$ cat src/hw/rtl/pngunf_pkg.sv
package pngunf_pkg;

	// default sizes of the row store and the pixel history
	localparam int MAX_ROW_BYTES_DEF   = 8192;
	localparam int MAX_PIXEL_BYTES_DEF = 8;

	// configuration register defaults
	localparam logic [13:0] ROW_BYTES_RST  = 14'd1024;
	localparam logic [3:0]  PIXEL_BYTES_RST = 4'd4;
	localparam logic [15:0] IMAGE_ROWS_RST = 16'd1;

	// register index on the configuration port (byte address / 4)
	typedef enum logic [1:0] {
		REG_ROW_BYTES   = 2'd0,
		REG_PIXEL_BYTES = 2'd1,
		REG_IMAGE_ROWS  = 2'd2
	} reg_idx_t;

	// row filter types, anything above paeth is carried as bad
	typedef enum logic [2:0] {
		FILT_NONE  = 3'd0,
		FILT_SUB   = 3'd1,
		FILT_UP    = 3'd2,
		FILT_AVG   = 3'd3,
		FILT_PAETH = 3'd4,
		FILT_BAD   = 3'd5
	} filter_t;

	// predictor operands
	typedef struct packed {
		filter_t    filt;
		logic [7:0] data;
		logic [7:0] left;
		logic [7:0] up;
		logic [7:0] up_left;
	} pred_in_t;

	// predictor result
	typedef struct packed {
		logic [7:0] pix;
		logic       bad;
	} pred_out_t;

	// map a raw filter byte onto a filter type
	function automatic filter_t decode_filter(input logic [7:0] d);
		filter_t f;
		if (d > 8'(FILT_PAETH)) begin
			f = FILT_BAD;
		end else begin
			f = filter_t'(d[2:0]);
		end
		return f;
	endfunction

endpackage

$ cat src/hw/rtl/pngunf_pred.sv
module pngunf_pred import pngunf_pkg::*; (
	input  pred_in_t  opnd,
	output pred_out_t res
);

	logic signed [9:0] dist_a, dist_b, dist_c;
	logic [8:0]        pa, pb, pc;
	logic [8:0]        avg_sum;
	logic [7:0]        paeth_pick;

	function automatic logic [8:0] mag(input logic signed [9:0] v);
		logic signed [9:0] n;
		n = -v;
		return v[9] ? n[8:0] : v[8:0];
	endfunction

	// paeth distances: |p-a| = |b-c|, |p-b| = |a-c|, |p-c| = |a+b-2c|
	always_comb begin
		dist_a = $signed({2'b00, opnd.up}) - $signed({2'b00, opnd.up_left});
		dist_b = $signed({2'b00, opnd.left}) - $signed({2'b00, opnd.up_left});
		dist_c = $signed({2'b00, opnd.left}) + $signed({2'b00, opnd.up})
			- $signed({1'b0, opnd.up_left, 1'b0});
		pa = mag(dist_a);
		pb = mag(dist_b);
		pc = mag(dist_c);
		if (pa <= pb && pa <= pc) begin
			paeth_pick = opnd.left;
		end else if (pb <= pc) begin
			paeth_pick = opnd.up;
		end else begin
			paeth_pick = opnd.up_left;
		end
	end

	// filter select, sums wrap at 8 bits
	always_comb begin
		avg_sum = {1'b0, opnd.left} + {1'b0, opnd.up};
		res.bad = 1'b0;
		unique case (opnd.filt)
			FILT_NONE:  res.pix = opnd.data;
			FILT_SUB:   res.pix = opnd.data + opnd.left;
			FILT_UP:    res.pix = opnd.data + opnd.up;
			FILT_AVG:   res.pix = opnd.data + avg_sum[8:1];
			FILT_PAETH: res.pix = opnd.data + paeth_pick;
			default: begin
				res.pix = opnd.data;
				res.bad = 1'b1;
			end
		endcase
	end

endmodule

$ cat config.mk
export PLATFORM = sky130hd
export DESIGN_NAME = pngunf_pred
export DESIGN_NICKNAME = d
export VERILOG_FILES = /design/src/hw/rtl/pngunf_pkg.sv /design/src/hw/rtl/pngunf_pred.sv
export SDC_FILE = /design/constraint.sdc
export NUM_CORES = 1
export LEC_CHECK = 0
export ABC_AREA = 0
export BUFFER_PORTS_ARGS = -buffer_cell sky130_fd_sc_hd__buf_2
export CELL_PAD_IN_SITES_DETAIL_PLACEMENT = 1
export CELL_PAD_IN_SITES_GLOBAL_PLACEMENT = 2
export CORE_MARGIN = 4
export CORE_UTILIZATION = 35
export DETAILED_ROUTE_END_ITERATION = 12
export PLACE_DENSITY_LB_ADDON = 0.12
export SETUP_SLACK_MARGIN = 0.5
export SLEW_MARGIN = 25
export SYNTH_ARGS = -nofsm -noshare
export SYNTH_HDL_FRONTEND = slang
export SYNTH_SLANG_ARGS = --single-unit
export TNS_END_PERCENT = 50
$ cat constraint.sdc
create_clock -name vclk -period 21
set_input_delay 2.1 -clock vclk [all_inputs]
set_output_delay 2.1 -clock vclk [all_outputs]
set_load 0.02 [all_outputs]
Word level (Yosys, flattened, before mapping):

Index checks and enable logic that the tools add are counted.

* word-level logic and storage cells: 29
* bits in registers: 0
* output and inout port bits: 9

* magnitude comparators: 3
* add/sub/neg operators: 12
* multiplexer cells: 7
* eq/ne operators: 4
* reduce and logical (&&, ||, !) cells: 3

Operators by type and width (count)
* $add 8x8->8: 4
* $pmux 8 s4: 1
* $le 9x9->1: 3
* $mux 9: 3
* $neg 9->9: 3
* $add 8x8->9: 2
* $sub 8x8->9: 2
* $mux 8: 2
* $sub 9x9->10: 1
* $eq 3x2->1 const B: 2
* $reduce_or 5->1: 1
* $eq 3x1->1 const B: 1
* $eq 3x3->1 const B: 1
* $logic_not 3->1: 1
* $logic_and 1x1->1: 1
* $mux 1: 1

Longest topological paths before layout:

* depth after elaboration: 9
* mapped depth: 35

Worst setup path after synthesis:

No wires, ideal clock.

* path type: input-to-output
* start: input port opnd[11] (netlist bit)
* end: output port res[8] (netlist bit)
* stages: 34
* arrival time: 8.126 ns
* slack: 10.774 ns
* cell sequence: inv_1 fa_1 inv_1 ha_1 nor3_1 a211oi_4 a211oi_1 o21ai_1 o21ai_0 ha_1 nor2b_1 o21a_1 o21a_1 o21ai_0 a21oi_1 o22ai_1 maj3_2 a31oi_4 buf_6 nand2b_2 o22ai_1 a21oi_1 ha_1 a21o_1 a21oi_1 o21bai_1 a21oi_1 o21bai_1 a21oi_1 nand2_1 nor3_1 nand2b_1 o221a_2 nand4_1

RTL lines
* start: declaration: line pngunf_pred.sv:2 `input pred_in_t opnd,`
* end: declaration: line pngunf_pred.sv:3 `output pred_out_t res`

==> results.cfg <==
[yosys]
synthXorXnorAreaFrac = 0.114
synth.area.top_cells = ha_1, a21oi_1, fa_1, inv_1, o21ai_0
synth_compound_gate_area_share = 0.294
synth_top_family_by_area = adder cells
synthCells = 474
synth_mux_area_frac = 0.0126
netlist_area_sq_mm = 0.00338
netlist.area_leader.share = 0.241
synth_nets = 585
synth.avg_cell_area_sq_um = 7.12
synth_most_common_cell = ha_1
ys_warn_count = 0
synth_area_leader_cell = ha_1
synth_cell_type_count = 62
synthAdderAreaFrac = 0.312
synthTopCellsByCount = ha_1, inv_1, a21oi_1, nor2_1, o21ai_0
synth_simple_gate_area_share = 0.195
ys_seq_area_frac = 0

[timing]
hold-worst-slack_ns = 4.54
setup_viol = 0
hold_viol = 0
maxSlewViolCount = 0
tns_ns = 0
fin_crit_ns = 11.48
tightest_slew_ns = 0.604
fmax_mhz = 87.1
rsz0062_at_grt = false
min_period_over_period = 0.546
relSlewSlack = 0.593

[power]
seq_power_share = 0
leakagePower_nw = 1.82
p_clk_frac = 0
ir_worst_vdd_v = 0.0000229
combPwrFrac = 1.000
switchingPower_w = 0.000160
power_switching_share = 0.595
powerDensity_mw_per_mm2 = 72.2
p_int_w = 0.000109

[worst_hold_path]
hp-class = input port to output pin

[layout]
drive_gt1_frac = 0.121
n_clock_buffer = 0
nets = 626
areaGrowthSynthToFinish_pct = 10.6
ff_latch_area_sq_um = 0
antenna_cells = 0
design.seq.count = 0

[floorplan]
num_rows = 35
io_pins = 44
die_y_microns = 106
core_sq_mm = 0.00933
dieArea_sq_mm = 0.0113
initial_core_util = 0.362
die_w_microns = 106

[global_routing]
antenna_found_initial = 0
grt_pass1_vias = 3500
gr-total-overflow = 0
grt_max_degree = 19
grt_use_total = 0.187
grt_pass1_wl_mm = 17.5

[route]
vias = 3451
via_per_inst = 5.38
first_pass_iters = 4
top_layer = met4
drc = 0
detail-route-antenna-nets = 0
met1Wirelength_mm = 5.16
routed-wl-met2_mm = 5.02
drt-initial-drc-count = 99
wl_met3_microns = 303
wire_per_inst_microns = 16.5
wirelength_mm = 10.6

[place]
gp_congestion = 0.846
dpl.hpwl_mm = 9.63
portBuffers = 44

[clocking]
cts_hold_buf = 0
postCtsSetupBuffers = 0
cts_resized = 0

[worst_setup_path]
critical_path.max_fanout = 14
cp-start-kind = input port
crit_path_end_kind = output pin
cp_slowest_cell = fa_1
cp_data_arrival_time_ns = 9.38
cp_common_cell = a21oi_1
max_stage_delay_ns = 0.50
worstPathRequired_ns = 18.90
crit_type = input port to output pin

[job]
cap_violations = 0

[run_status]
status = finished clean
-- kinds of logic (layout without fill, tap and decap cells) --
kind of cell / Yosys count / count (layout)
mux: 4 / 4
buf+inv: 62 / 101
simple gates: 134 / 134
compound gates: 152 / 152
xor+xnor: 44 / 44
fa+ha+maj: 78 / 78
-- layout make-up --
class                           instances  area, sq um
Fill cell                            1195         5590
Multi-Input combinational cell        412         3140
Timing Repair Buffer                   45          228
Inverter                               56          210
Tap cell                              129          161
-- cell usage in the layout, fill, tap and decap left out, types with 6 or more instances in the layout --
cell type	count
nor2_1	42
xor2_1	24
nand2_1	32
o21ai_0	42
nor3_1	7
xnor2_1	20
fa_1	11
nor2b_1	8
a21oi_1	44
nand3_1	7
nand2b_1	11
buf_2	44
o21a_1	10
inv_1	56
ha_1	65
o22ai_1	8
o21bai_1	6
a21o_1	10
-- power groups by stage --
stage	sequential (W)	clock [W]	combinational [W]
final	0	0	0.000270
after global routing	0	0	0.000307
after CTS	0	0	0.000272
after detailed placement	0	0	0.000271
after global placement	0	0	0.000263
after floorplan	0	0	0.000203
-- path summary, 6_finish.rpt --
kind / startpoint / endpoint / slack, ns / depth (start not counted)
min: opnd[27] / res[4] / 4.54 / 4
max: opnd[10] / res[8] / 9.52 / 35
-- per-stage QoR --
step / area, sq um / utilization / total power [W] / setup WS (ns) / cells
after global placement: 3730 / 0.400 / 0.000263 / 9.61 / 642
after CTS: 3730 / 0.400 / 0.000272 / 9.51 / 642
after detailed placement: 3730 / 0.400 / 0.000271 / 9.52 / 642
after global routing: 3730 / 0.400 / 0.000307 / 8.81 / 642
after floorplan: 3380 / - / 0.000203 / 10.77 / 474
final: 3730 / 0.400 / 0.000270 / 9.52 / 642
-- routing by layer --
| layer | track usage | vias to the layer above |
|---|---|---|
| li1 | - | 1761 |
| met1 | 0.268 | 1622 |
| met2 | 0.321 | 56 |
| met3 | 0.00668 | 12 |
| met4 | 0.0213 | 0 |
| met5 | 0 | - |
-- worst max-delay path: cells and delay by family --
family          cells  cell delay [ns]
compound gates     21             4.22
fa+ha+maj           5             1.82
buf+inv             4             0.40
simple gates        5             0.80
Power figures use the tool's default switching activity.
